<file path="src/hdl/mexp_pkg.sv">
// ----------------------------------------------------------------------------
// mexp_pkg
// Shared types for the modular exponentiation unit: the sequencer states.
// ----------------------------------------------------------------------------
package mexp_pkg;

   typedef enum logic [2:0] {
      ST_IDLE,
      ST_REDUCE,
      ST_SQUARE,
      ST_MULT,
      ST_FINISH
   } state_type;

endpackage

</file>
<file path="src/hdl/modular_exponentiation_unit.sv">
// ----------------------------------------------------------------------------
// modular_exponentiation_unit
// Base to the exponent modulo the modulus by square-and-multiply, with a
// bit-serial modular multiplier (one multiplier bit per cycle).
// ----------------------------------------------------------------------------
//  channel   ports                                       direction
//  req       req_valid/req_ready, req_base,              in
//            req_exponent, req_modulus
//  rsp       rsp_valid/rsp_ready, rsp_power_result       out
//
//  one item at a time; req_ready is high only while the sequencer is idle
//  the shared shift-and-add multiplier does all the work, one bit of its
//  serial operand per cycle: it reduces the base, then squares for every
//  exponent bit and multiplies once more for each set exponent bit
//  exponent zero or modulus zero go from idle straight to the finish state
//  a finished result waits in the rsp register; the unit holds in its
//  finish state only while an older result is still not taken
//  synchronous active-high reset clears the sequencer and rsp_valid
module modular_exponentiation_unit #(
   parameter int MOD_BITS = 32,
   parameter int EXP_BITS = 63
) (
   input  logic                clock,
   input  logic                reset,
   input  logic                req_valid,
   output logic                req_ready,
   input  logic [MOD_BITS-1:0] req_base,
   input  logic [EXP_BITS-1:0] req_exponent,
   input  logic [MOD_BITS-1:0] req_modulus,
   output logic                rsp_valid,
   input  logic                rsp_ready,
   output logic [MOD_BITS-1:0] rsp_power_result
);

   localparam int W  = MOD_BITS + 2;
   localparam int BW = $clog2(MOD_BITS);
   localparam int EW = $clog2(EXP_BITS);
   localparam logic [BW-1:0] BIT_LAST = BW'(MOD_BITS - 1);
   localparam logic [EW-1:0] EXP_LAST = EW'(EXP_BITS - 1);

   mexp_pkg::state_type state_ff, state_in;

   logic [MOD_BITS-1:0] mod_ff, mod_in;
   logic [MOD_BITS-1:0] base_ff, base_in;
   logic [EXP_BITS-1:0] exp_ff, exp_in;
   logic [MOD_BITS-1:0] r_ff, r_in;
   logic [MOD_BITS-1:0] acc_ff, acc_in;
   logic [MOD_BITS-1:0] opa_ff, opa_in;
   logic [MOD_BITS-1:0] opb_ff, opb_in;
   logic [BW-1:0]       bit_cnt_ff, bit_cnt_in;
   logic [EW-1:0]       exp_cnt_ff, exp_cnt_in;
   logic [MOD_BITS-1:0] result_ff, result_in;
   logic                rsp_valid_ff, rsp_valid_in;

   logic                accept;
   logic                busy;
   logic                last_step;
   logic                last_exp;
   logic                slot_free;
   logic [W-1:0]        sum;
   logic [W-1:0]        mod_w;
   logic [W-1:0]        mod2_w;
   logic [MOD_BITS-1:0] step;

   assign accept    = req_valid && req_ready;
   assign busy      = (state_ff == mexp_pkg::ST_REDUCE) || (state_ff == mexp_pkg::ST_SQUARE)
                      || (state_ff == mexp_pkg::ST_MULT);
   assign last_step = (bit_cnt_ff == BIT_LAST);
   assign last_exp  = (exp_cnt_ff == EXP_LAST);
   assign slot_free = !rsp_valid_ff || rsp_ready;

   // one step of the serial multiplier: acc = (2 acc + bit * a) mod m
   assign mod_w  = {2'b00, mod_ff};
   assign mod2_w = {1'b0, mod_ff, 1'b0};
   assign sum    = {1'b0, acc_ff, 1'b0}
                   + (opb_ff[MOD_BITS-1] ? {2'b00, opa_ff} : {W{1'b0}});

   always_comb begin
      logic [W-1:0] red;
      if (sum >= mod2_w) begin
         red = sum - mod2_w;
      end else if (sum >= mod_w) begin
         red = sum - mod_w;
      end else begin
         red = sum;
      end
      step = red[MOD_BITS-1:0];
   end

   // next state
   always_comb begin
      state_in = state_ff;
      case (state_ff)
         mexp_pkg::ST_IDLE: begin
            if (accept) begin
               if ((req_exponent == '0) || (req_modulus == '0)) begin
                  state_in = mexp_pkg::ST_FINISH;
               end else begin
                  state_in = mexp_pkg::ST_REDUCE;
               end
            end
         end
         mexp_pkg::ST_REDUCE: begin
            if (last_step) begin
               state_in = mexp_pkg::ST_SQUARE;
            end
         end
         mexp_pkg::ST_SQUARE: begin
            if (last_step) begin
               if (exp_ff[EXP_BITS-1]) begin
                  state_in = mexp_pkg::ST_MULT;
               end else if (last_exp) begin
                  state_in = mexp_pkg::ST_FINISH;
               end
            end
         end
         mexp_pkg::ST_MULT: begin
            if (last_step) begin
               state_in = last_exp ? mexp_pkg::ST_FINISH : mexp_pkg::ST_SQUARE;
            end
         end
         mexp_pkg::ST_FINISH: begin
            if (slot_free) begin
               state_in = mexp_pkg::ST_IDLE;
            end
         end
         default: begin
            state_in = mexp_pkg::ST_IDLE;
         end
      endcase
   end

   // datapath and outputs
   always_comb begin
      mod_in       = mod_ff;
      base_in      = base_ff;
      exp_in       = exp_ff;
      r_in         = r_ff;
      acc_in       = acc_ff;
      opa_in       = opa_ff;
      opb_in       = opb_ff;
      bit_cnt_in   = bit_cnt_ff;
      exp_cnt_in   = exp_cnt_ff;
      result_in    = result_ff;
      rsp_valid_in = rsp_valid_ff && !rsp_ready;

      case (state_ff)
         mexp_pkg::ST_IDLE: begin
            if (accept) begin
               mod_in     = req_modulus;
               exp_in     = req_exponent;
               acc_in     = '0;
               opa_in     = MOD_BITS'(1);
               opb_in     = req_base;
               bit_cnt_in = '0;
               exp_cnt_in = '0;
               if (req_exponent == '0) begin
                  r_in = MOD_BITS'(1);
               end else if ((req_modulus == '0) || (req_modulus == MOD_BITS'(1))) begin
                  r_in = '0;
               end else begin
                  r_in = MOD_BITS'(1);
               end
            end
         end
         mexp_pkg::ST_FINISH: begin
            if (slot_free) begin
               result_in    = r_ff;
               rsp_valid_in = 1'b1;
            end
         end
         default: begin
            if (busy) begin
               acc_in     = step;
               opb_in     = {opb_ff[MOD_BITS-2:0], 1'b0};
               bit_cnt_in = bit_cnt_ff + BW'(1);
               if (last_step) begin
                  acc_in     = '0;
                  bit_cnt_in = '0;
                  case (state_ff)
                     mexp_pkg::ST_REDUCE: begin
                        base_in = step;
                        opa_in  = r_ff;
                        opb_in  = r_ff;
                     end
                     mexp_pkg::ST_SQUARE: begin
                        r_in = step;
                        if (exp_ff[EXP_BITS-1]) begin
                           opa_in = base_ff;
                           opb_in = step;
                        end else begin
                           exp_in     = {exp_ff[EXP_BITS-2:0], 1'b0};
                           exp_cnt_in = exp_cnt_ff + EW'(1);
                           opa_in     = step;
                           opb_in     = step;
                        end
                     end
                     default: begin
                        r_in       = step;
                        exp_in     = {exp_ff[EXP_BITS-2:0], 1'b0};
                        exp_cnt_in = exp_cnt_ff + EW'(1);
                        opa_in     = step;
                        opb_in     = step;
                     end
                  endcase
               end
            end
         end
      endcase
   end

   always_ff @(posedge clock) begin
      if (reset) begin
         state_ff     <= mexp_pkg::ST_IDLE;
         rsp_valid_ff <= 1'b0;
      end else begin
         state_ff     <= state_in;
         rsp_valid_ff <= rsp_valid_in;
      end
   end

   always_ff @(posedge clock) begin
      mod_ff     <= mod_in;
      base_ff    <= base_in;
      exp_ff     <= exp_in;
      r_ff       <= r_in;
      acc_ff     <= acc_in;
      opa_ff     <= opa_in;
      opb_ff     <= opb_in;
      bit_cnt_ff <= bit_cnt_in;
      exp_cnt_ff <= exp_cnt_in;
      result_ff  <= result_in;
   end

   assign req_ready        = (state_ff == mexp_pkg::ST_IDLE);
   assign rsp_valid        = rsp_valid_ff;
   assign rsp_power_result = result_ff;

endmodule

</file>
<file path="config.mk">
export PLATFORM = sky130hd
export DESIGN_NAME = modular_exponentiation_unit
export DESIGN_NICKNAME = d
export VERILOG_FILES = /design/src/hdl/mexp_pkg.sv /design/src/hdl/modular_exponentiation_unit.sv
export SDC_FILE = /design/constraint.sdc
export NUM_CORES = 1
export LEC_CHECK = 0
export ABC_AREA = 0
export BUFFER_PORTS_ARGS = -buffer_cell sky130_fd_sc_hd__buf_4
export CAP_MARGIN = 10
export CORE_ASPECT_RATIO = 1.75
export CORE_UTILIZATION = 40
export DETAILED_ROUTE_END_ITERATION = 10
export HOLD_SLACK_MARGIN = 0.12
export MAX_ROUTING_LAYER = met4
export PLACE_DENSITY = 0.66
export RECOVER_POWER = 50
export SYNTH_ARGS = -nofsm -noshare
export SYNTH_HDL_FRONTEND = slang
export SYNTH_SLANG_ARGS = --single-unit
</file>
<file path="constraint.sdc">
create_clock -name clock -period 6.5 [get_ports clock]
set_input_delay 1.3 -clock clock [delete_from_list [all_inputs] [get_ports clock]]
set_output_delay 1.3 -clock clock [all_outputs]
set_load 0.03 [all_outputs]
</file>
# [Yosys cells after proc, flatten, opt, wreduce, memory -nomap -nowiden]
# Index checks and enable logic that the tools add are counted.
[classes] add_sub_neg=5 eq_ne=15 muxes=52 order_cmp=2 bitwise_logic=2 reduce_logical=23
[ops] operator="$mux W32" n=17
[ops] operator="$pmux W32 S2" n=5
[ops] operator="$mux W63" n=4
[ops] operator="$pmux W63 S2" n=2
[ops] operator="$sub A32 B32 Y32" n=2
[ops] operator="$logic_not A63 Y1" n=1
[ops] operator="$add A33 B32 Y34" n=1
[ops] operator="$ge A34 B32 Y1" n=1
[ops] operator="$ge A34 B33 Y1" n=1
[ops] operator="$eq A32 B1 Y1 const B" n=1
[ops] operator="$logic_not A32 Y1" n=1
[ops] operator="$mux W3" n=9
[ops] operator="$mux W6" n=4
[ops] operator="$pmux W6 S2" n=2
[ops] operator="$mux W5" n=3
[ops] operator="$pmux W3 S5" n=1
[ops] operator="$reduce_and A6 Y1" n=2
[ops] operator="$ne A2 B2 Y1 const B" n=5
[ops] operator="$pmux W5 S2" n=1
[ops] operator="$reduce_and A4 Y1" n=2
[ops] operator="$add A6 B1 Y6 const B" n=1
[ops] operator="$eq A3 B2 Y1 const B" n=2
[ops] operator="$eq A6 B6 Y1 const B" n=1
[ops] operator="$ne A3 B3 Y1 const B" n=2
[ops] operator="16 further kinds" n=28
[totals] reg_bits=302

# [Depth between registers and ports, before layout]
[logic_depth] word_depth=10 ltp_mapped=25 mapped_depth_nobuf=21

# [Least setup slack after synthesis]
# Ideal clock, no wire load.
[synth_path] kind="input port to flip-flop" startpoint="in req_valid" endpoint="reg state_ff[2]" slack_ps=-172 cell_stages=6 arrival_ps=6608 n_path_buf=0 required_time_ps=6436 path_cell_list="nor2_1 -> nor2_1 -> o21a_1 -> o41ai_1 -> o22a_1 -> nor2_1"
[synth_between] elab_chain_len=3
[synth_lines] element="start: declaration" line_no="modular_exponentiation_unit.sv:25" rtl="input logic req_valid,"
[synth_lines] element="$logic_and A1 B1 Y1" line_no="modular_exponentiation_unit.sv:65" rtl="assign accept = req_valid && req_ready;"
[synth_lines] element="$ne A2 B1 Y1 (no line)"
[synth_lines] element="$reduce_and A6 Y1 (no line)"
[synth_lines] element="end signal: assignment" line_no="modular_exponentiation_unit.sv:214" rtl="state_ff <= mexp_pkg::ST_IDLE;"
[synth_lines] element="end signal: assignment" line_no="modular_exponentiation_unit.sv:217" rtl="state_ff <= state_in;"
[synth_lines] element="end: declaration" line_no="modular_exponentiation_unit.sv:41" rtl="mexp_pkg::state_type state_ff, state_in;"
# Every way passes these cells.
# A chain may end at the register's enable or synchronous reset.

# [Worst setup path in the final report]
[layout_path] startpoint="reg opb_ff[31]" endpoint="reg opb_ff[31], data pin"
[layout_between] elab_chain_len=9
[layout_lines] element="start: declaration" line_no="modular_exponentiation_unit.sv:49" rtl="logic [MOD_BITS-1:0] opb_ff, opb_in;"
[layout_lines] element="start signal: assignment" line_no="modular_exponentiation_unit.sv:229" rtl="opb_ff <= opb_in;"
[layout_lines] element="$mux W32 (*)" line_no="modular_exponentiation_unit.sv:76" rtl="+ (opb_ff[MOD_BITS-1] ? {2'b00, opa_ff} : {W{1'b0}});"
[layout_lines] element="$add A33 B32 Y34 (*)" line_no="modular_exponentiation_unit.sv:76"
[layout_lines] element="$sub A32 B32 Y32 / $ge A34 B32 Y1 (equally long branches)" line_no="modular_exponentiation_unit.sv:83, modular_exponentiation_unit.sv:82"
[layout_lines] element="$mux W32" line_no="modular_exponentiation_unit.sv:82" rtl="end else if (sum >= mod_w) begin"
[layout_lines] element="$mux W32 (*)" line_no="modular_exponentiation_unit.sv:80" rtl="if (sum >= mod2_w) begin"
[layout_lines] element="$mux W32 (*)"
[layout_lines] element="$mux W32 (*)" line_no="modular_exponentiation_unit.sv:177" rtl="if (last_step) begin"
[layout_lines] element="$mux W32 (*)" line_no="modular_exponentiation_unit.sv:173" rtl="if (busy) begin"
[layout_lines] element="$pmux W32 S2 (*)" line_no="modular_exponentiation_unit.sv:147" rtl="case (state_ff)"
[layout_lines] element="net opb_in[31]" line_no="modular_exponentiation_unit.sv:49"
# The timed path passes the listed nets; every way through them passes the cells marked *. The select of a mux whose other input is x is not followed.

==> results.py <==
metrics = {
    "critical_path": {
        "path_buf_inv": 2,
        "cp-start-kind": "flip-flop",
        "critPathRequiredTime_ps": 6830,
        "crit_slowest_cell": "nor4_1",
        "critPathMaxStageDelay_ps": 650,
        "path_class": "reg -> reg",
        "endpoint_kind": "flip-flop",
        "path_cells": "and2_1, ha_1, fa_1, a21o_1, a221oi_2, o211a_1, or2_2, nor2_1, nor2_1, xnor2_1, ha_1, nand4_1, nor4_1, buf_4, nand4_1, a41o_1, and2_2, nor3b_1, a31oi_1, buf_4, a21oi_2",
        "worstPathMaxFanout": 17,
        "critical_path_arrival_ps": 6500,
        "critPathTopFamily": "simple AND/OR/NAND/NOR gates",
    },
    "logic_synthesis": {
        "synth_top_area_share_pct": 47.0,
        "synth_edf_count": 298,
        "ys_types": 91,
        "synth_compound_area_share_pct": 22.4,
        "synth_top_family_by_area": "compound AO/OA/AOI/OAI gates",
        "synth_top_area_cell": "edfxtp_1",
        "synth-simple-area-share_pct": 15.4,
        "syn_inst": 1872,
        "ys_ff_latch": 302,
        "syn_nets": 2105,
        "synth_area_um2": 19000,
        "ys_warn_count": 0,
        "synth_adder_area_share_pct": 6.83,
        "synthXorXnorAreaFrac_pct": 3.72,
        "synth_ff_type": "edfxtp_1",
        "synthArstFlopShare_pct": 0,
        "ys_seq_area_share_pct": 47.5,
        "synthMuxAreaShare_pct": 0.289,
        "syn_area_per_cell_um2": 10.2,
        "ys_top_cells_by_area": "edfxtp_1 (47%), ha_1 (6.5%), a22o_1 (3.3%), nand2_1 (3.2%), a21oi_1 (3.0%)",
    },
    "clocking": {
        "clk_pin_slew_ps": 70,
        "htreeDepth": 1,
        "ctsResizeCount": 0,
        "cts_tree": "built",
        "cts.path.max_buffers": 3,
        "cts-buffers-inserted": 29,
        "cts-root-buf": "clkbuf_16",
        "clk_latency_ps": 590,
        "hold_buffers": 0,
        "cts.sinks": 302,
        "post-cts-setup-buffers": 0,
    },
    "floorplanning": {
        "core-area_um2": 46900,
        "die_x_um": 167,
        "die_y_um": 291,
        "core.rowCount": 105,
        "top_level_ports": 165,
        "die_area_um2": 48500,
        "initial_core_util_pct": 40.6,
    },
    "sta": {
        "finalSetupViolations": 0,
        "hold_violations": 0,
        "drv_slew": 283,
        "maxSlewHeadroom_pct": -131,
        "rsz0062_at_grt": "false",
        "timing.final.ws_setup_ps": 334,
        "max_freq_mhz": 162,
        "period_share_pct": 94.9,
        "setup_tns_ps": 0,
        "worstMarginPinSlew_ps": 3460,
        "finalClockSkew_ps": 14.3,
        "min_period_ps": 6170,
    },
    "final_layout": {
        "nFillCells": 4423,
        "drive_above_1_share_pct": 14.9,
        "finish.instance_area_um2": 22200,
        "antenna_cells": 0,
        "final_util_pct": 47.2,
        "area_growth_pct": 16.4,
        "nets": 2290,
    },
    "detailed_routing": {
        "vias_per_cell": 6.10,
        "wl_um": 62000,
        "ant_nets": 0,
        "drtIter0Drc": 1573,
        "vias": 16270,
        "first_pass_iters": 6,
        "wire_per_inst_um": 23.3,
        "drc": 0,
    },
    "flow_run": {
        "cap_violations": 6,
    },
    "power": {
        "irDropWorstVdd_mv": 0.254,
        "finalPower_mw": 13.5,
        "powerDensity_nw_per_um2": 609,
        "p_leak_nw": 8.64,
    },
    "global_routing": {
        "grtUsageTotal_pct": 25.7,
        "grt_max_degree": 76,
        "grt_pass1_vias": 16145,
        "grt_pass1_wl_um": 93100,
        "gr-total-overflow": 0,
        "antenna_found_initial": 0,
    },
    "placed_design": {
        "port_buffers": 164,
        "place_ws_ps": 68.1,
        "hpwl_um": 47200,
        "dpl_cell_area_um2": 21300,
        "gp_congestion": 0.969,
    },
    "outcome": {
        "status": "complete, but fails checks",
        "violations": "max-capacitance violations, max-slew violations",
    },
    "worst_hold_path": {
        "hp-class": "reg -> reg",
    },
}
-- path summary, 6_finish.rpt --
path / from / end / slack (ps) / depth (start not counted)
worst max-delay path: opb_ff[31]$_DFFE_PP_ / opb_ff[31]$_DFFE_PP_ / 330 / 21
worst min-delay path: r_ff[8]$_SDFFCE_PP0P_ / rsp_power_result[8]$_DFFE_PP_ / 490 / 0
worst max register to register: opb_ff[31]$_DFFE_PP_ / opb_ff[31]$_DFFE_PP_ / 330 / 21
worst min register to register: r_ff[8]$_SDFFCE_PP0P_ / rsp_power_result[8]$_DFFE_PP_ / 490 / 0
-- synthesized netlist by cell type (all sizes together) (5+ instances only) --
master	count
edfxtp	298
nand2	161
nor2	149
a21oi	117
o21ai	116
ha	99
inv	82
clkbuf	74
a22o	71
xnor2	52
nor3	50
and2	48
nand3	46
a21o	39
and3	32
nand4	29
nor4	29
a31oi	28
buf	28
xor2	28
a211oi	24
o211ai	24
o31ai	21
or3	17
a22oi	16
a221oi	15
o22ai	14
a222oi	13
nand2b	12
o21bai	12
o21a	11
o311ai	11
nor2b	8
a221o	7
or2	7
nor3b	6
o41ai	6
a21boi	5
a311oi	5
and4	5
o2bb2ai	5
-- cells in the final DEF, fill, tap and decap left out, drive strengths merged, types with 21 or more instances in the layout --
master	n
edfxtp	298
buf	184
nand2	161
nor2	149
a21oi	117
o21ai	116
clkbuf	104
ha	99
inv	83
a22o	71
xnor2	52
nor3	50
and2	48
nand3	46
a21o	39
and3	32
nand4	29
nor4	29
xor2	28
a31oi	28
a211oi	24
o211ai	24
o31ai	21
-- where the power goes --
part,leakage (nW),switching (mW),internal [mW]
logic,5.20,5.42,3.32
clock network,0.493,0.797,1.06
registers,2.95,0.158,2.74
total,8.64,6.38,7.12
-- flip-flops by register name, summed over array words and instances, names as in the netlist --
name and cells:
opb_ff 32, opa_ff 32, r_ff 32, exp_cnt_ff 6, rsp_power_result 32, base_ff 32, bit_cnt_ff 5, mod_ff 32
rsp_valid 1, acc_ff 32, exp_ff 63, state_ff 3
-- per-layer routing --
layer,track usage [%],part of all wire (%),vias up
met4,11.5,4.8,0
met1,30.2,40,7904
met5,-,0,-
li1,-,-,7573
met3,2.19,5.2,139
met2,44.5,50,654
-- area by class of cell --
| type | instances | area, µm² | share of cell area, % |
|---|---|---|---|
| clock buffers | 32 | 737 | 3.33 |
| clock inverters | 20 | 278 | 1.25 |
| inverters | 82 | 309 | 1.40 |
| multi-input cells | 1386 | 9290 | 41.9 |
| flip-flops and latches | 302 | 9030 | 40.8 |
| well taps | 588 | 736 | 3.32 |
| repair buffers | 256 | 1780 | 8.03 |
-- logic make-up (layout without fill, tap and decap cells) --
family                   Yosys count  count (layout)
adder cells (fa/ha/maj)          102             102
buffers and inverters            184             390
AND/OR/NAND/NOR                  601             601
AO/OA/AOI/OAI                    598             598
XOR/XNOR                          80              80
multiplexers                       5               5
flip-flops                       302             302
-- stage by stage --
stage	instances	hold slack [ps]
2_1_floorplan	1872	443
3_3_place_gp	2614	459
3_5_place_dp	2614	465
4_1_cts	2666	482
5_1_grt	2666	488
6_report	2666	486
Note: power is estimated with default switching activity, not from simulation.
